==> src/vdi_pkg.sv <==
// ----------------------------------------------------------------------------
// vdi_pkg
// Shared types and constants of the vertex dedup indexer.
// ----------------------------------------------------------------------------
package vdi_pkg;

  // table depth default and queue depth
  localparam int unsigned TableDepthDef = 1024;
  localparam int unsigned FifoDepth     = 2;

  // field widths
  localparam int unsigned CompW    = 32;
  localparam int unsigned JointW   = 8;
  localparam int unsigned IndexW   = 10;
  localparam int unsigned StatusW  = 2;
  localparam int unsigned EpsW     = 16;
  localparam int unsigned CapW     = 11;
  localparam int unsigned CfgIdxW  = 1;
  localparam int unsigned CfgDataW = 16;

  // register indexes
  localparam logic [CfgIdxW-1:0] REG_EPSILON  = 1'd0;
  localparam logic [CfgIdxW-1:0] REG_CAPACITY = 1'd1;

  // register reset values
  localparam logic [EpsW-1:0] EpsilonRst  = 16'd1;
  localparam logic [CapW-1:0] CapacityRst = 11'd1024;

  // item modes
  localparam logic MODE_START  = 1'b0;
  localparam logic MODE_VERTEX = 1'b1;

  // result status codes
  localparam logic [StatusW-1:0] ST_MATCHED = 2'd0;
  localparam logic [StatusW-1:0] ST_ADDED   = 2'd1;
  localparam logic [StatusW-1:0] ST_DROPPED = 2'd2;
  localparam logic [StatusW-1:0] ST_STARTED = 2'd3;

  // one item; the front scales its normal to unit length
  typedef struct packed {
    logic              mode;
    logic [CompW-1:0]  pos_x;
    logic [CompW-1:0]  pos_y;
    logic [CompW-1:0]  pos_z;
    logic [CompW-1:0]  norm_x;
    logic [CompW-1:0]  norm_y;
    logic [CompW-1:0]  norm_z;
    logic [CompW-1:0]  tex_u;
    logic [CompW-1:0]  tex_v;
    logic [JointW-1:0] joint;
  } item_t;

endpackage

==> src/vdi_front.sv <==
// ----------------------------------------------------------------------------
// vdi_front
// Accepts items and normalizes the normal of vertex items: sum of squares on
// one shared multiplier, bitwise integer square root, then one restoring divider run per axis.
// ----------------------------------------------------------------------------
module vdi_front (
  input  logic          clk_i,
  input  logic          rst_ni,
  input  logic          start_i,
  output logic          busy_o,
  input  vdi_pkg::item_t item_i,
  output logic          push_o,
  output vdi_pkg::item_t item_o,
  input  logic          full_i
);
  import vdi_pkg::*;

  localparam int unsigned NumW = CompW + 16;
  localparam int unsigned QuoW = 17;

  localparam logic [2:0] F_IDLE  = 3'd0;
  localparam logic [2:0] F_SQR   = 3'd1;
  localparam logic [2:0] F_ROOT  = 3'd2;
  localparam logic [2:0] F_DLOAD = 3'd3;
  localparam logic [2:0] F_DIV   = 3'd4;
  localparam logic [2:0] F_PUSH  = 3'd5;

  logic [2:0]        state_q;
  item_t             item_q;
  logic [5:0]        cnt_q;
  logic [1:0]        sel_q;
  logic [63:0]       prod_q, acc_q, sv_q, rt_q, bit_q;
  logic [CompW-1:0]  len_q;
  logic [NumW-1:0]   num_q;
  logic [CompW-1:0]  rem_q;
  logic [QuoW-1:0]   quo_q;
  logic [CompW-1:0]  nrm_q [3];

  logic [CompW-1:0]  raw [3];
  logic [CompW-1:0]  mag [3];
  logic [63:0]       root_try;
  logic [CompW:0]    div_try;
  logic              div_bit;
  logic [QuoW-1:0]   quo_next;
  logic [CompW-1:0]  quo_ext;

  // raw normal and its magnitude per axis
  assign raw[0] = item_q.norm_x;
  assign raw[1] = item_q.norm_y;
  assign raw[2] = item_q.norm_z;
  for (genvar g = 0; g < 3; g++) begin : g_mag
    assign mag[g] = raw[g][CompW-1] ? (~raw[g] + 1'b1) : raw[g];
  end

  // one root step and one divide step
  assign root_try = rt_q + bit_q;
  assign div_try  = {rem_q, num_q[NumW-1]};
  assign div_bit  = (div_try >= {1'b0, len_q});
  assign quo_next = {quo_q[QuoW-2:0], div_bit};
  assign quo_ext  = CompW'(quo_next);

  assign busy_o = (state_q != F_IDLE);
  assign push_o = (state_q == F_PUSH) && !full_i;

  // classified item toward the queue
  always_comb begin
    item_o        = item_q;
    item_o.norm_x = nrm_q[0];
    item_o.norm_y = nrm_q[1];
    item_o.norm_z = nrm_q[2];
  end

  // control
  always_ff @(posedge clk_i or negedge rst_ni) begin
    if (!rst_ni) begin
      state_q <= F_IDLE;
      cnt_q   <= '0;
      sel_q   <= '0;
    end else begin
      unique case (state_q)
        F_IDLE: begin
          if (start_i) begin
            state_q <= (item_i.mode == MODE_START) ? F_PUSH : F_SQR;
            cnt_q   <= '0;
          end
        end
        F_SQR: begin
          cnt_q <= cnt_q + 1'b1;
          if (cnt_q == 6'd3) begin
            state_q <= F_ROOT;
          end
        end
        F_ROOT: begin
          if (bit_q == '0) begin
            sel_q   <= '0;
            state_q <= (rt_q == '0) ? F_PUSH : F_DLOAD;
          end
        end
        F_DLOAD: begin
          cnt_q   <= '0;
          state_q <= F_DIV;
        end
        F_DIV: begin
          cnt_q <= cnt_q + 1'b1;
          if (cnt_q == 6'(NumW - 1)) begin
            sel_q   <= sel_q + 1'b1;
            state_q <= (sel_q == 2'd2) ? F_PUSH : F_DLOAD;
          end
        end
        F_PUSH: begin
          if (!full_i) begin
            state_q <= F_IDLE;
          end
        end
        default: state_q <= F_IDLE;
      endcase
    end
  end

  // datapath
  always_ff @(posedge clk_i) begin
    unique case (state_q)
      F_IDLE: begin
        if (start_i) begin
          item_q <= item_i;
          acc_q  <= '0;
        end
      end
      F_SQR: begin
        if (cnt_q < 6'd3) begin
          prod_q <= mag[cnt_q[1:0]] * mag[cnt_q[1:0]];
        end
        if (cnt_q != 6'd0) begin
          acc_q <= acc_q + prod_q;
        end
        if (cnt_q == 6'd3) begin
          sv_q  <= acc_q + prod_q;
          rt_q  <= '0;
          bit_q <= 64'd1 << 62;
        end
      end
      F_ROOT: begin
        if (bit_q != '0) begin
          if (sv_q >= root_try) begin
            sv_q <= sv_q - root_try;
            rt_q <= (rt_q >> 1) + bit_q;
          end else begin
            rt_q <= rt_q >> 1;
          end
          bit_q <= bit_q >> 2;
        end else begin
          len_q <= rt_q[CompW-1:0];
          // zero normal stays zero
          for (int k = 0; k < 3; k++) begin
            nrm_q[k] <= '0;
          end
        end
      end
      F_DLOAD: begin
        num_q <= {mag[sel_q], 16'd0} + NumW'(len_q >> 1);
        rem_q <= '0;
        quo_q <= '0;
      end
      F_DIV: begin
        rem_q <= div_bit ? CompW'(div_try - {1'b0, len_q}) : div_try[CompW-1:0];
        num_q <= {num_q[NumW-2:0], 1'b0};
        quo_q <= quo_next;
        if (cnt_q == 6'(NumW - 1)) begin
          nrm_q[sel_q] <= raw[sel_q][CompW-1] ? (~quo_ext + 1'b1) : quo_ext;
        end
      end
      F_PUSH: begin
      end
      default: begin
      end
    endcase
  end

endmodule

==> config.mk <==
export PLATFORM = sky130hd
export DESIGN_NAME = vdi_front
export DESIGN_NICKNAME = d
export VERILOG_FILES = /design/src/vdi_pkg.sv /design/src/vdi_front.sv
export SDC_FILE = /design/constraint.sdc
export NUM_CORES = 2
export LEC_CHECK = 0
export ABC_AREA = 1
export BUFFER_PORTS_ARGS = -buffer_cell sky130_fd_sc_hd__buf_2
export CAP_MARGIN = 15
export CORE_MARGIN = 1.5
export CORE_UTILIZATION = 35
export CTS_CLUSTER_DIAMETER = 40
export DETAILED_ROUTE_END_ITERATION = 12
export PLACE_DENSITY_LB_ADDON = 0.12
export SLEW_MARGIN = 30
export SYNTH_ARGS = -nofsm -noshare
export SYNTH_HDL_FRONTEND = slang
export SYNTH_SLANG_ARGS = --single-unit
==> constraint.sdc <==
create_clock -name clk_i -period 21.5 [get_ports clk_i]
set_input_delay 4.3 -clock clk_i [delete_from_list [all_inputs] [get_ports clk_i]]
set_output_delay 4.3 -clock clk_i [all_outputs]
set_load 0.01 [all_outputs]
==> impl_metrics.py <==
metrics = {
    "status": {
        "outcome": "finished, final reports clean",
    },
    "yosys": {
        "ys_types": 74,
        "synthTopCellsByCount": "inv_1, nand2_1, nor2_1, fa_1, edfxtp_1",
        "synth_top_area_share": 0.290,
        "postSynthAreaPerCell_sq_um": 8.47,
        "synth_warnings": 0,
        "seq_area_frac_synth": 0.293,
        "ys_async_sr_fraction": 0.0140,
        "netlist_instances": 9493,
        "synth_area_leader_cell": "edfxtp_1",
        "synth_enable_flop_cells": 776,
        "synth.top_cells.by_area": "edfxtp_1, fa_1, ha_1",
        "synth.cell_area_sq_mm": 0.0804,
        "dominantRegCellSynth": "edfxtp_1",
        "yosysMostFrequentCell": "inv_1",
        "yosys_register_bits": 787,
    },
    "global_route": {
        "grtUsageTotal": 0.244,
        "grt_pass1_wl_um": 427000,
        "grt_pass1_vias": 68100,
        "grt_antenna_before_repair": 12,
        "grt_overflow": 0,
        "grt_max_degree": 142,
    },
    "timing": {
        "maxSlewViolCount": 0,
        "setup_tns_ns": 0,
        "skew_ns": 0.0631,
        "rsz0062_at_grt": "no",
        "min_period_ns": 10.06,
        "setup_viol": 0,
        "hold_viol": 0,
        "worstMarginPinSlew_ns": 1.09,
        "slew_headroom": 0.267,
        "fmax_ghz": 0.0994,
        "post-route-period-util": 0.468,
    },
    "die": {
        "rows": 175,
        "core_sq_mm": 0.228,
        "chipHeight_um": 482,
        "initial_core_util": 0.353,
        "fp.dieW_um": 482,
        "die_area_sq_mm": 0.233,
        "pin_count": 536,
    },
    "routing": {
        "routed_wl_um": 284000,
        "route.detailed.drc": 0,
        "ant_nets": 0,
        "drtIter0Drc": 5226,
        "dr.pass1.iters": 6,
        "num_vias": 65900,
        "wl_per_cell_um": 21.7,
        "viasPerCell": 5.05,
    },
    "clock_network": {
        "cts_buffers": 150,
        "clock_latency_ns": 0.80,
        "clock_tree.htree_level_count": 4,
        "clk_pin_slew_ns": 0.05,
        "root_buffer": "clkbuf_16",
        "cts_tree": "built",
        "cts_resized": 0,
        "cts_setup_buffers": 0,
        "cts_sinks": 787,
        "cts_hold_buf": 0,
        "ctsLongestPathBuffers": 3,
    },
    "worst_setup_path": {
        "r2r_cells": 37,
        "worst_setup_path_end_kind": "flip-flop",
        "critical_path.max_fanout": 21,
        "critPathSlowestCell": "inv_1",
        "path_class": "flip-flop to flip-flop",
        "max_stage_delay_ns": 0.76,
        "critPathArrivalTime_ns": 10.55,
        "required_ns": 21.99,
        "cp-start-kind": "flip-flop",
        "cpMostUsedCell": "nand2_1",
    },
    "final_layout": {
        "instances_no_fill": 13000,
        "nNetsFinal": 11500,
        "areaGrowthSynthToFinish_pct": 12.7,
        "fill_cells": 23300,
        "seq_area_sq_mm": 0.0236,
        "multi_input_area_sq_mm": 0.0480,
        "drive_above_1_share": 0.105,
    },
    "worst_hold_path": {
        "whs_path_depth": 2,
        "hp-class": "flip-flop to flip-flop",
    },
    "job": {
        "maxCapViolCount": 0,
    },
    "placement": {
        "gp_congestion": 0.976,
        "dp_hpwl_um": 229000,
        "dpl.cell_count": 12800,
        "port_buffers": 535,
    },
}
## cell families after synthesis
group | Yosys count | synth area share
xor+xnor | 354 | 0.0386
other cells | 2 | 0.0000934
flops | 787 | 0.293
compound gates | 1313 | 0.0912
fa+ha+maj | 1334 | 0.282
buf+inv | 2167 | 0.111
simple gates | 3536 | 0.183
## final timing paths
kind	from	endpoint	slack [ns]
worst max-delay path	item_q[72]	prod_q[47]	11.44
worst min-delay path	num_q[39]	num_q[40]	0.50
worst max register to register	item_q[72]	prod_q[47]	11.44
worst min register to register	num_q[39]	num_q[40]	0.50
max in group asynchronous	rst_ni	sel_q[1]	17.89
min in group asynchronous	rst_ni	cnt_q[3]	3.39
## per-stage QoR
stage / utilization / hold WS, ns / setup WS (ns) / instance area, sq um
floorplan: - / 0.451 / 5.39 / 80500
CTS: 0.398 / 0.497 / 11.52 / 90600
global placement: 0.375 / 0.496 / 11.50 / 85400
detailed placement: 0.375 / 0.496 / 11.57 / 85400
finish: 0.398 / 0.499 / 11.44 / 90600
global route: 0.398 / 0.541 / 10.96 / 90600
## per-layer routing
metal  global-route usage  wire length [um]  vias up
li1                     -                 -    31000
met1                0.337            130000    32600
met2                0.400            132000     1842
met3               0.0332             14800      379
met4               0.0639              7240        4
met5                    0                23        -
## final cells by class
type / count / share of cell area
clock buffer: 165 / 0.0427
multi-input combinational: 6562 / 0.530
antenna: 3 / 0.0000828
sequential: 787 / 0.260
timing repair buffer: 617 / 0.0369
tap: 3009 / 0.0415
inverter: 1793 / 0.0743
clock inverter: 113 / 0.0146
## flip-flops by register name, summed over array words and instances, names as in the netlist
| name | cells |
|---|---|
| item_q | 96 |
| acc_q | 64 |
| prod_q | 63 |
| nrm_q | 96 |
| rem_q | 32 |
| state_q | 3 |
| item_o | 169 |
| sv_q | 64 |
| cnt_q | 6 |
| bit_q | 32 |
| rt_q | 64 |
| sel_q | 2 |
| len_q | 32 |
| quo_q | 16 |
| num_q | 48 |
## layout by cell type, fill, tap and decap left out, drive strengths merged, types with 11 or more instances in the layout
cell	netlist	layout
nor3	76	76
or2	28	28
conb	2	25
a21oi	469	469
nand3	403	403
dfrtp	11	11
o21ai	575	575
clkinv	14	63
edfxtp	776	776
clkinvlp	0	20
o21a	32	32
nor4	44	44
nand4	67	67
a221oi	13	13
clkbuf	93	165
a31oi	41	41
a21boi	16	16
nand3b	21	21
fa	801	801
buf	281	617
inv	1779	1809
xnor2	161	161
xor2	193	193
o211ai	27	27
o21bai	48	48
bufinv	0	14
nand2	1625	1625
a21o	39	39
ha	533	533
nor2	1259	1259
## critical path, delay by kind of cell, from the launching register on
| family | cells | cell delay, ns |
|---|---|---|
| compound gates | 6 | 1.03 |
| fa+ha+maj | 10 | 4.65 |
| simple gates | 11 | 1.41 |
| xor+xnor | 2 | 0.70 |
| flops | 1 | 0.35 |
| buf+inv | 8 | 1.50 |
Power is not shown: default switching activity piles up to over one toggle a cycle in this logic, so the estimate is an artifact.
