[src/vdi_pkg.sv]
// ----------------------------------------------------------------------------
// vdi_pkg
// Shared types and constants of the vertex dedup indexer.
// ----------------------------------------------------------------------------
package vdi_pkg;

  // table depth default and queue depth
  localparam int unsigned TableDepthDef = 1024;
  localparam int unsigned FifoDepth     = 2;

  // field widths
  localparam int unsigned CompW    = 32;
  localparam int unsigned JointW   = 8;
  localparam int unsigned IndexW   = 10;
  localparam int unsigned StatusW  = 2;
  localparam int unsigned EpsW     = 16;
  localparam int unsigned CapW     = 11;
  localparam int unsigned CfgIdxW  = 1;
  localparam int unsigned CfgDataW = 16;

  // register indexes
  localparam logic [CfgIdxW-1:0] REG_EPSILON  = 1'd0;
  localparam logic [CfgIdxW-1:0] REG_CAPACITY = 1'd1;

  // register reset values
  localparam logic [EpsW-1:0] EpsilonRst  = 16'd1;
  localparam logic [CapW-1:0] CapacityRst = 11'd1024;

  // item modes
  localparam logic MODE_START  = 1'b0;
  localparam logic MODE_VERTEX = 1'b1;

  // result status codes
  localparam logic [StatusW-1:0] ST_MATCHED = 2'd0;
  localparam logic [StatusW-1:0] ST_ADDED   = 2'd1;
  localparam logic [StatusW-1:0] ST_DROPPED = 2'd2;
  localparam logic [StatusW-1:0] ST_STARTED = 2'd3;

  // one item; the front scales its normal to unit length
  typedef struct packed {
    logic              mode;
    logic [CompW-1:0]  pos_x;
    logic [CompW-1:0]  pos_y;
    logic [CompW-1:0]  pos_z;
    logic [CompW-1:0]  norm_x;
    logic [CompW-1:0]  norm_y;
    logic [CompW-1:0]  norm_z;
    logic [CompW-1:0]  tex_u;
    logic [CompW-1:0]  tex_v;
    logic [JointW-1:0] joint;
  } item_t;

endpackage

[src/vdi_fifo.sv]
// ----------------------------------------------------------------------------
// vdi_fifo
// Short queue of classified items between the front and the back.
// ----------------------------------------------------------------------------
module vdi_fifo (
  input  logic          clk_i,
  input  logic          rst_ni,
  input  logic          push_i,
  input  vdi_pkg::item_t item_i,
  output logic          full_o,
  input  logic          pop_i,
  output logic          empty_o,
  output vdi_pkg::item_t item_o
);
  import vdi_pkg::*;

  localparam int unsigned PtrW = $clog2(FifoDepth);
  localparam int unsigned CntW = $clog2(FifoDepth + 1);

  item_t           mem_q [FifoDepth];
  logic [PtrW-1:0] wr_q, wr_d, rd_q, rd_d;
  logic [CntW-1:0] cnt_q, cnt_d;
  logic            do_push, do_pop;

  assign full_o  = (cnt_q == CntW'(FifoDepth));
  assign empty_o = (cnt_q == '0);
  assign do_push = push_i && !full_o;
  assign do_pop  = pop_i && !empty_o;
  assign item_o  = mem_q[rd_q];

  // pointer and fill update
  always_comb begin
    wr_d  = wr_q;
    rd_d  = rd_q;
    cnt_d = cnt_q;
    if (do_push) begin
      wr_d = (wr_q == PtrW'(FifoDepth - 1)) ? '0 : wr_q + 1'b1;
    end
    if (do_pop) begin
      rd_d = (rd_q == PtrW'(FifoDepth - 1)) ? '0 : rd_q + 1'b1;
    end
    if (do_push && !do_pop) begin
      cnt_d = cnt_q + 1'b1;
    end else if (do_pop && !do_push) begin
      cnt_d = cnt_q - 1'b1;
    end
  end

  always_ff @(posedge clk_i or negedge rst_ni) begin
    if (!rst_ni) begin
      wr_q  <= '0;
      rd_q  <= '0;
      cnt_q <= '0;
    end else begin
      wr_q  <= wr_d;
      rd_q  <= rd_d;
      cnt_q <= cnt_d;
    end
  end

  // storage
  always_ff @(posedge clk_i) begin
    if (do_push) begin
      mem_q[wr_q] <= item_i;
    end
  end

endmodule

[config.mk]
export PLATFORM = sky130hd
export DESIGN_NAME = vdi_fifo
export DESIGN_NICKNAME = d
export VERILOG_FILES = /design/src/vdi_pkg.sv /design/src/vdi_fifo.sv
export SDC_FILE = /design/constraint.sdc
export NUM_CORES = 1
export LEC_CHECK = 0
export ABC_CLOCK_PERIOD_IN_PS = 17500
export BUFFER_PORTS_ARGS = -buffer_cell sky130_fd_sc_hd__clkbuf_2
export CAP_MARGIN = 25
export CORE_AREA = 2 2 205 207
export DETAILED_ROUTE_END_ITERATION = 10
export DIE_AREA = 0 0 207 209
export PLACE_DENSITY = 0.87
export SLEW_MARGIN = 10
export SYNTH_ARGS = -nofsm -noshare
export SYNTH_HDL_FRONTEND = slang
export SYNTH_SLANG_ARGS = --single-unit
[constraint.sdc]
create_clock -name clk_i -period 17.5 [get_ports clk_i]
set_input_delay 1.75 -clock clk_i [delete_from_list [all_inputs] [get_ports clk_i]]
set_output_delay 1.75 -clock clk_i [all_outputs]
set_load 0.005 [all_outputs]
==> results of run 1 <==
## routing by layer
| layer | vias to the layer above | track usage | wire length [um] |
|---|---|---|---|
| li1 | 4529 | - | - |
| met1 | 5016 | 0.223 | 15800 |
| met2 | 493 | 0.334 | 22800 |
| met3 | 97 | 0.0669 | 3590 |
| met4 | 4 | 0.0805 | 1580 |
| met5 | - | 0 | 23 |
## cell type report
type                       count  area (um2)
sequential                   534       16000
antenna                        2        5.00
multi-input combinational    278        3990
timing repair buffer         549        2880
tap                          539         674
clock inverter                29         277
clock buffer                  64        1370
inverter                       2        7.51
fill                        2852       16100
## logic make-up (layout without fill, tap and decap cells)
| group | count (synthesis) | in the layout |
|---|---|---|
| other | 0 | 2 |
| buffers and inverters | 32 | 644 |
| xor gates and xnor gates | 5 | 5 |
| and+or+nand+nor | 6 | 6 |
| AOI/OAI and AO/OA | 1 | 1 |
| DFF | 534 | 534 |
| adders and majority gates | 1 | 1 |
| muxes | 265 | 265 |
## worst max path at each step
stage,to,slack [ns],cells after the start
finish,item_o[189],12.09,5
global route,item_o[189],11.91,5
CTS,item_o[189],11.78,4
detailed placement,mem_q[0][125]$_DFFE_PP_,12.25,5
global placement,mem_q[0][126]$_DFFE_PP_,12.28,5
floorplan,mem_q[0][0]$_DFFE_PP_,3.79,2
## layout by cell type, fill, tap and decap left out, types with 2 or more instances in the layout
cell,count
buf_12,3
buf_16,3
buf_4,8
bufinv_16,5
clkbuf_1,11
clkbuf_16,53
clkbuf_2,535
clkinv_1,11
clkinv_2,6
clkinvlp_4,5
dfrtp_1,3
diode_2,2
edfxtp_1,530
inv_1,2
mux2_2,25
mux2_4,240
nor2_1,2
xnor2_1,3
xor2_1,2
## critical path, cell delays in order, from the launching register on
cell and delay (ns):
dfrtp_4 0.98, buf_4 0.80, buf_4 0.38, buf_16 0.34
mux2_4 0.36, clkbuf_2 0.12
## through the flow
stage	instance area [um2]	cells	hold WS, ns	utilization	worst slack [ns]
2_1_floorplan	20400	844	0.461	-	3.79
3_3_place_gp	23400	1897	0.503	0.568	12.28
3_5_place_dp	23500	1898	0.525	0.568	12.25
4_1_cts	25100	1991	0.549	0.608	11.78
5_1_grt	25200	1996	0.576	0.611	11.91
6_report	25200	1997	0.547	0.611	12.09
## cell usage after synthesis, types with 2 or more instances
cell type	number	share of area
edfxtp_1	530	0.78
mux2_4	240	0.18
mux2_2	25	0.014
buf_6	16	0.0088
buf_8	11	0.0081
dfrtp_1	4	0.0049
nor2_1	3	0.00055
xnor2_1	3	0.0013
buf_2	2	0.00049
inv_1	2	0.00037
xor2_1	2	0.00086
## power breakdown
part | switching, mW | internal [mW] | total (mW)
combinational | 0.603 | 0.685 | 1.29
sequential | 0.112 | 1.75 | 1.86
clock | 0.451 | 0.627 | 1.08
total | 1.17 | 3.06 | 4.23
## sequential cells by signal, summed over array words and instances (netlist names)
name and flops:
cnt_q 2, mem_q 530, rd_q 1, wr_q 1
==> run_summary.xml, run 1 <==
<?xml version="1.0" encoding="UTF-8"?>
<metrics>
  <group name="setup_path">
    <metric name="reg2reg_slack" unit="ns">14.17</metric>
    <metric name="setup.worst_path.start" unit="">rd_q$_DFFE_PN0P_</metric>
    <metric name="worstRegToRegCells" unit="">8</metric>
    <metric name="worst_r2r_startpoint" unit="">cnt_q[0]$_DFFE_PN0P_</metric>
    <metric name="timing.critical_path.fanout_max" unit="">52</metric>
    <metric name="critical_path.endpoint_type" unit="">primary output</metric>
    <metric name="crit_type" unit="">flip-flop to primary output</metric>
    <metric name="crit_arrival" unit="ns">3.66</metric>
    <metric name="cp_data_required_time" unit="ns">15.75</metric>
    <metric name="timing.rr.end" unit="">mem_q[0][124]$_DFFE_PP_</metric>
    <metric name="start_kind" unit="">flip-flop</metric>
  </group>
  <group name="logic_synthesis">
    <metric name="synth.mux.area_fraction" unit="">0.191</metric>
    <metric name="synth_seq_cells" unit="">534</metric>
    <metric name="post_synth_inst_count" unit="">844</metric>
    <metric name="synth_async_sr_flop_share" unit="">0.00749</metric>
    <metric name="synth_simple_gate_area_share" unit="">0.00135</metric>
    <metric name="syn-cell-area" unit="um2">20400</metric>
    <metric name="yosys.area_share.adder" unit="">0.000614</metric>
    <metric name="postSynthNetCount" unit="">1114</metric>
    <metric name="syn_avg_cell_area" unit="um2">24.1</metric>
    <metric name="synth_compound_area_frac" unit="">0.000246</metric>
    <metric name="sequential_to_total_area_share_from_yosys_stat" unit="">0.786</metric>
    <metric name="synth_warnings" unit="">0</metric>
    <metric name="combinational_family_with_the_most_area_after_synthesis" unit="">multiplexers</metric>
    <metric name="ys_types" unit="">17</metric>
    <metric name="synth_xor_xnor_area_share" unit="">0.00215</metric>
    <metric name="synth-main-ff-cell" unit="">edfxtp_1</metric>
    <metric name="synth_edf_count" unit="">530</metric>
  </group>
  <group name="pwr">
    <metric name="pwr_density_cell" unit="nW/um2">168</metric>
    <metric name="post-layout-total-power" unit="mW">4.23</metric>
    <metric name="leakagePower" unit="nW">10.2</metric>
    <metric name="irDropWorstVdd" unit="V">0.000170</metric>
  </group>
  <group name="timing">
    <metric name="finalClockSkew" unit="ns">0.0124</metric>
    <metric name="max_slew_headroom" unit="">0.252</metric>
    <metric name="timing.final.hold_violations" unit="">0</metric>
    <metric name="worst_slew_pin_slew" unit="ns">1.12</metric>
    <metric name="fmax" unit="MHz">185</metric>
    <metric name="period_share" unit="">0.309</metric>
    <metric name="setup-tns-final" unit="ns">0</metric>
    <metric name="rsz_0062_raised_after_global_routing" unit="">false</metric>
    <metric name="setup_violations" unit="">0</metric>
    <metric name="finalCriticalPeriod" unit="ns">5.41</metric>
    <metric name="slew_viol_final" unit="">0</metric>
  </group>
  <group name="clock_tree">
    <metric name="clock_insertion_delay_worst_skew" unit="ns">0.58</metric>
    <metric name="post-cts-setup-buffers" unit="">0</metric>
    <metric name="cts_root_buf" unit="">clkbuf_16</metric>
    <metric name="max_h_tree_level" unit="">2</metric>
    <metric name="holdBufCountCts" unit="">0</metric>
    <metric name="ctsLongestPathBuffers" unit="">3</metric>
    <metric name="clkSlewWorstSetupHoldPaths" unit="ns">0.06</metric>
    <metric name="tritoncts_num_sinks" unit="">534</metric>
    <metric name="ctsResizeCount" unit="">0</metric>
    <metric name="cts_made_buffers" unit="">51</metric>
    <metric name="tritoncts_clock_tree" unit="">built</metric>
  </group>
  <group name="floorplanning">
    <metric name="start_util" unit="">0.493</metric>
    <metric name="coreArea" unit="um2">41300</metric>
    <metric name="design.portCount" unit="">536</metric>
    <metric name="dieHeight" unit="um">209</metric>
    <metric name="num_rows" unit="">75</metric>
    <metric name="die_width" unit="um">207</metric>
    <metric name="dieArea" unit="um2">43300</metric>
  </group>
  <group name="outcome">
    <metric name="outcome" unit="">completed</metric>
  </group>
  <group name="worst_hold_path">
    <metric name="worstHoldPathCells" unit="">1</metric>
    <metric name="min_path_type" unit="">flip-flop to flip-flop</metric>
    <metric name="whs_endpoint" unit="">cnt_q[1]$_DFFE_PN0P_</metric>
    <metric name="min_from" unit="">cnt_q[1]$_DFFE_PN0P_</metric>
  </group>
  <group name="finish">
    <metric name="final_net_count" unit="">1686</metric>
    <metric name="area_delta_synth_final" unit="%">23.8</metric>
    <metric name="layout-drive-gt1-share" unit="">0.610</metric>
  </group>
  <group name="grt">
    <metric name="via_count_of_the_first_global_routing_pass" unit="">10600</metric>
    <metric name="grt_antenna_before_repair" unit="">3</metric>
    <metric name="global_route_wire_length_before_repair" unit="um">63300</metric>
    <metric name="grt_overflow_total" unit="">0</metric>
    <metric name="grtUsageTotal" unit="">0.194</metric>
    <metric name="grt_start_max_net_pins" unit="">158</metric>
  </group>
  <group name="detailed_routing">
    <metric name="ant_nets" unit="">0</metric>
    <metric name="drt_iter0_markers" unit="">666</metric>
    <metric name="detailedRoute.firstPassIterationCount" unit="">7</metric>
    <metric name="detail_route.wirelength" unit="um">43800</metric>
    <metric name="routedWlPerCell" unit="um">21.9</metric>
    <metric name="remaining_drc_errors" unit="">0</metric>
    <metric name="post_drt_via_cell_ratio" unit="">5.08</metric>
    <metric name="total_number_of_vias" unit="">10100</metric>
  </group>
  <group name="placement">
    <metric name="port_buffers" unit="">535</metric>
    <metric name="post-dp-hpwl" unit="um">30400</metric>
    <metric name="gp_congestion" unit="">0.839</metric>
  </group>
  <group name="job">
    <metric name="reported_max_cap_violation_count" unit="">0</metric>
  </group>
</metrics>
Power figures use the tool's default switching activity.
==> run 2, diff against run 1 <==
- ABC_AREA: default -> 1
- ABC_CLOCK_PERIOD_IN_PS: 17500 -> 4550
- CORE_AREA: 2 2 205 207 -> default
- CORE_UTILIZATION: default -> 47
- DIE_AREA: 0 0 207 209 -> default
- clock period: 17.5 -> 4.55 ns (I/O delays scaled with it)
==> run 2 against run 1 <==
Effect of this change:
- critical path depth stayed put
- critical path type unchanged
- area after synthesis is 3.8% lower
- synthesized cell count is 68% higher
- total power grew to 3.7 times the previous value
- combinational power grew to 3.6 times the previous value
- count of clock-buffer cells in the layout is 2 higher
- sequential share of layout area is 2.7 points higher
- utilization is 1.9 points lower
- first-iteration DRC count is 74% higher
- routed wire length is 9.2% higher
- highest routed layer is now met4
- final area is 4.0% lower
==> run_summary.xml, run 2 <==
<?xml version="1.0" encoding="UTF-8"?>
<metrics>
  <group name="logic_synthesis">
    <metric name="synth.most_common_cell" unit="">nand2_1</metric>
    <metric name="synth_seq_cells" unit="">534</metric>
    <metric name="synth.area.top_cells" unit="">edfxtp_1 (81%), nand2_1 (15%), buf_6 (1.3%)</metric>
    <metric name="postSynthNetCount" unit="">1686</metric>
    <metric name="syn_avg_cell_area" unit="um2">13.8</metric>
    <metric name="synth_async_sr_flop_share" unit="">0.00749</metric>
    <metric name="post_synth_inst_count" unit="">1416</metric>
    <metric name="synth.top_cell.area_share" unit="">0.812</metric>
    <metric name="synth_edf_count" unit="">530</metric>
    <metric name="synth.top_cells.by_count" unit="">nand2_1 (804), edfxtp_1 (530), buf_2 (27)</metric>
    <metric name="synth_warnings" unit="">0</metric>
    <metric name="synth-main-ff-cell" unit="">edfxtp_1</metric>
    <metric name="yosys.area.top_type" unit="">edfxtp_1</metric>
    <metric name="sequential_to_total_area_share_from_yosys_stat" unit="">0.818</metric>
    <metric name="syn-cell-area" unit="um2">19600</metric>
    <metric name="ys_types" unit="">16</metric>
  </group>
  <group name="setup_path">
    <metric name="critPathBufInv" unit="">3</metric>
    <metric name="crit_type" unit="">flip-flop to primary output</metric>
    <metric name="path_cells" unit="">inv_8 &gt; buf_4 &gt; nand2_1 &gt; nand2_1 &gt; clkbuf_2</metric>
    <metric name="timing.rr.end" unit="">mem_q[0][0]$_DFFE_PP_</metric>
    <metric name="start_kind" unit="">flip-flop</metric>
    <metric name="worst_r2r_startpoint" unit="">cnt_q[1]$_DFFE_PN0P_</metric>
    <metric name="critical_path.endpoint_type" unit="">primary output</metric>
    <metric name="max_stage_delay" unit="ns">0.64</metric>
    <metric name="worst_path_most_repeated_cell" unit="">nand2_1</metric>
    <metric name="timing.critical_path.fanout_max" unit="">133</metric>
    <metric name="crit_arrival" unit="ns">2.74</metric>
    <metric name="worstRegToRegCells" unit="">7</metric>
    <metric name="critPathSlowestCell" unit="">dfrtp_4</metric>
    <metric name="cp_data_required_time" unit="ns">4.09</metric>
    <metric name="crit_family" unit="">buffers and inverters</metric>
    <metric name="reg2reg_slack" unit="ns">2.02</metric>
  </group>
  <group name="clock_tree">
    <metric name="holdBufCountCts" unit="">1</metric>
    <metric name="tritoncts_num_sinks" unit="">534</metric>
    <metric name="cts_made_buffers" unit="">51</metric>
    <metric name="ctsResizeCount" unit="">0</metric>
    <metric name="post-cts-setup-buffers" unit="">0</metric>
    <metric name="cts_root_buf" unit="">clkbuf_16</metric>
    <metric name="max_h_tree_level" unit="">2</metric>
    <metric name="clock_insertion_delay_worst_skew" unit="ns">0.57</metric>
    <metric name="clkSlewWorstSetupHoldPaths" unit="ns">0.06</metric>
    <metric name="ctsLongestPathBuffers" unit="">3</metric>
    <metric name="tritoncts_clock_tree" unit="">built</metric>
  </group>
  <group name="floorplanning">
    <metric name="dieHeight" unit="um">206</metric>
    <metric name="die_width" unit="um">206</metric>
    <metric name="num_rows" unit="">74</metric>
    <metric name="coreArea" unit="um2">40900</metric>
    <metric name="design.portCount" unit="">536</metric>
    <metric name="dieArea" unit="um2">42500</metric>
    <metric name="start_util" unit="">0.479</metric>
  </group>
  <group name="timing">
    <metric name="timing.final.hold_violations" unit="">0</metric>
    <metric name="rsz_0062_raised_after_global_routing" unit="">false</metric>
    <metric name="finalCriticalPeriod" unit="ns">3.19</metric>
    <metric name="setup_violations" unit="">0</metric>
    <metric name="period_share" unit="">0.701</metric>
    <metric name="finalClockSkew" unit="ns">0.0123</metric>
    <metric name="max_slew_headroom" unit="">0.259</metric>
    <metric name="worst_slew_pin_slew" unit="ns">1.11</metric>
    <metric name="slew_viol_final" unit="">0</metric>
    <metric name="fmax" unit="MHz">313</metric>
  </group>
  <group name="grt">
    <metric name="grt_start_max_net_pins" unit="">173</metric>
    <metric name="grtUsageTotal" unit="">0.214</metric>
    <metric name="via_count_of_the_first_global_routing_pass" unit="">12600</metric>
    <metric name="grt_overflow_total" unit="">0</metric>
    <metric name="global_route_wire_length_before_repair" unit="um">68000</metric>
    <metric name="grt_antenna_before_repair" unit="">5</metric>
  </group>
  <group name="detailed_routing">
    <metric name="detailedRoute.firstPassIterationCount" unit="">5</metric>
    <metric name="drt_iter0_markers" unit="">1156</metric>
    <metric name="post_drt_via_cell_ratio" unit="">5.04</metric>
    <metric name="remaining_drc_errors" unit="">0</metric>
    <metric name="detail_route.wirelength" unit="um">47800</metric>
    <metric name="routedWlPerCell" unit="um">18.9</metric>
    <metric name="total_number_of_vias" unit="">12700</metric>
    <metric name="ant_nets" unit="">0</metric>
  </group>
  <group name="pwr">
    <metric name="pwr_density_cell" unit="nW/um2">645</metric>
    <metric name="power.internal" unit="mW">10.5</metric>
    <metric name="seqPwrFrac" unit="">0.452</metric>
    <metric name="leakagePower" unit="nW">10.5</metric>
    <metric name="pwr-share-clk" unit="">0.251</metric>
    <metric name="combinationalPowerShare" unit="">0.296</metric>
    <metric name="power.switching_fraction" unit="">0.329</metric>
    <metric name="irDropWorstVdd" unit="V">0.000509</metric>
    <metric name="power.net_switching" unit="mW">5.13</metric>
    <metric name="post-layout-total-power" unit="mW">15.6</metric>
  </group>
  <group name="placement">
    <metric name="port_buffers" unit="">535</metric>
    <metric name="place_area" unit="um2">22700</metric>
    <metric name="post-dp-hpwl" unit="um">31500</metric>
    <metric name="gp_congestion" unit="">0.912</metric>
  </group>
  <group name="finish">
    <metric name="layout-drive-gt1-share" unit="">0.311</metric>
    <metric name="layout_commonest_cell" unit="">nand2_1</metric>
    <metric name="final_net_count" unit="">2226</metric>
    <metric name="area_delta_synth_final" unit="%">23.6</metric>
    <metric name="flip_flop_count_of_the_largest_register_after_layout" unit="">530</metric>
    <metric name="final_design_area_no_fill" unit="um2">24200</metric>
    <metric name="regMostFlops" unit="">mem_q</metric>
    <metric name="final_cell_mix" unit="">nand2_1 (804), clkbuf_2 (535), edfxtp_1 (530)</metric>
    <metric name="reg.largest.list" unit="">mem_q: 530 flops, cnt_q: 2 flops</metric>
  </group>
  <group name="worst_hold_path">
    <metric name="min_path_type" unit="">primary input to flip-flop</metric>
    <metric name="worstHoldPathCells" unit="">1</metric>
    <metric name="min_from" unit="">item_i[232]</metric>
    <metric name="whs_endpoint" unit="">mem_q[0][232]$_DFFE_PP_</metric>
  </group>
  <group name="outcome">
    <metric name="outcome" unit="">completed</metric>
  </group>
  <group name="job">
    <metric name="reported_max_cap_violation_count" unit="">0</metric>
  </group>
</metrics>
==> run 2: cell type report <==
cell class / count / area [um2]
clock inverter: 20 / 148
fill: 2985 / 16700
clock buffer: 66 / 1380
sequential: 534 / 16000
timing repair buffer: 546 / 2850
multi-input combinational: 815 / 3100
inverter: 8 / 41.3
antenna: 5 / 12.5
tap: 532 / 666
==> run 2: cells by family (layout without fill, tap and decap cells) <==
kind of cell	after synthesis	count (layout)	synth area share
DFF	534	534	0.818
buffers and inverters	67	640	0.0250
and+or+nand+nor	811	811	0.156
xor gates and xnor gates	1	1	0.000447
other	0	5	0
adders and majority gates	1	1	0.000639
AOI/OAI and AO/OA	2	2	0.000511
==> run 2: power by group through the flow <==
stage	registers [mW]	clock network (mW)	logic (mW)
global placement	7.08	0	4.43
detailed placement	7.14	0	4.59
finish	7.06	3.92	4.62
global route	7.13	4.16	5.10
floorplan	7.16	0	2.60
CTS	7.05	4.00	4.65
==> run 2: stage by stage <==
stage          setup slack, ns  cells  utilization  TNS, ns  hold WS, ns
6_report                  1.36   2526        0.591        0       0.0654
5_1_grt                   1.18   2525        0.591        0       0.0336
4_1_cts                   1.27   2521        0.591        0       0.0287
3_5_place_dp              1.92   2434        0.554        0        0.268
3_3_place_gp              1.86   2433        0.553        0        0.268
2_1_floorplan           -0.519   1416            -  -225.59        0.159
==> run 2: worst max-delay path by stage <==
stage                               startpoint                      to  slack, ns  cells past startpoint
after floorplan           cnt_q[0]$_DFFE_PN0P_   mem_q[0][0]$_DFFE_PP_      -0.52                      4
final                         rd_q$_DFFE_PN0P_             item_o[117]       1.36                      5
after global routing          rd_q$_DFFE_PN0P_             item_o[244]       1.18                      5
after global placement                  push_i  mem_q[0][30]$_DFFE_PP_       1.86                      6
after detailed placement      rd_q$_DFFE_PN0P_             item_o[244]       1.92                      5
after CTS                     rd_q$_DFFE_PN0P_             item_o[244]       1.27                      5
==> run 2: worst reg2reg max path, stage by stage (launching register included) <==
cell	delay [ns]
dfrtp_1	0.42
inv_2	0.10
nor2_2	0.05
nor2_1	0.16
nand2_1	0.15
clkinvlp_4	0.36
buf_4	0.59
buf_16	0.34
==> run 2: routing by layer <==
| metal | global-route usage | routed length, um | vias up |
|---|---|---|---|
| li1 | - | - | 5874 |
| met1 | 0.235 | 16700 | 5962 |
| met2 | 0.368 | 23900 | 766 |
| met3 | 0.0673 | 5000 | 124 |
| met4 | 0.116 | 2190 | 0 |
| met5 | 0 | 0 | - |
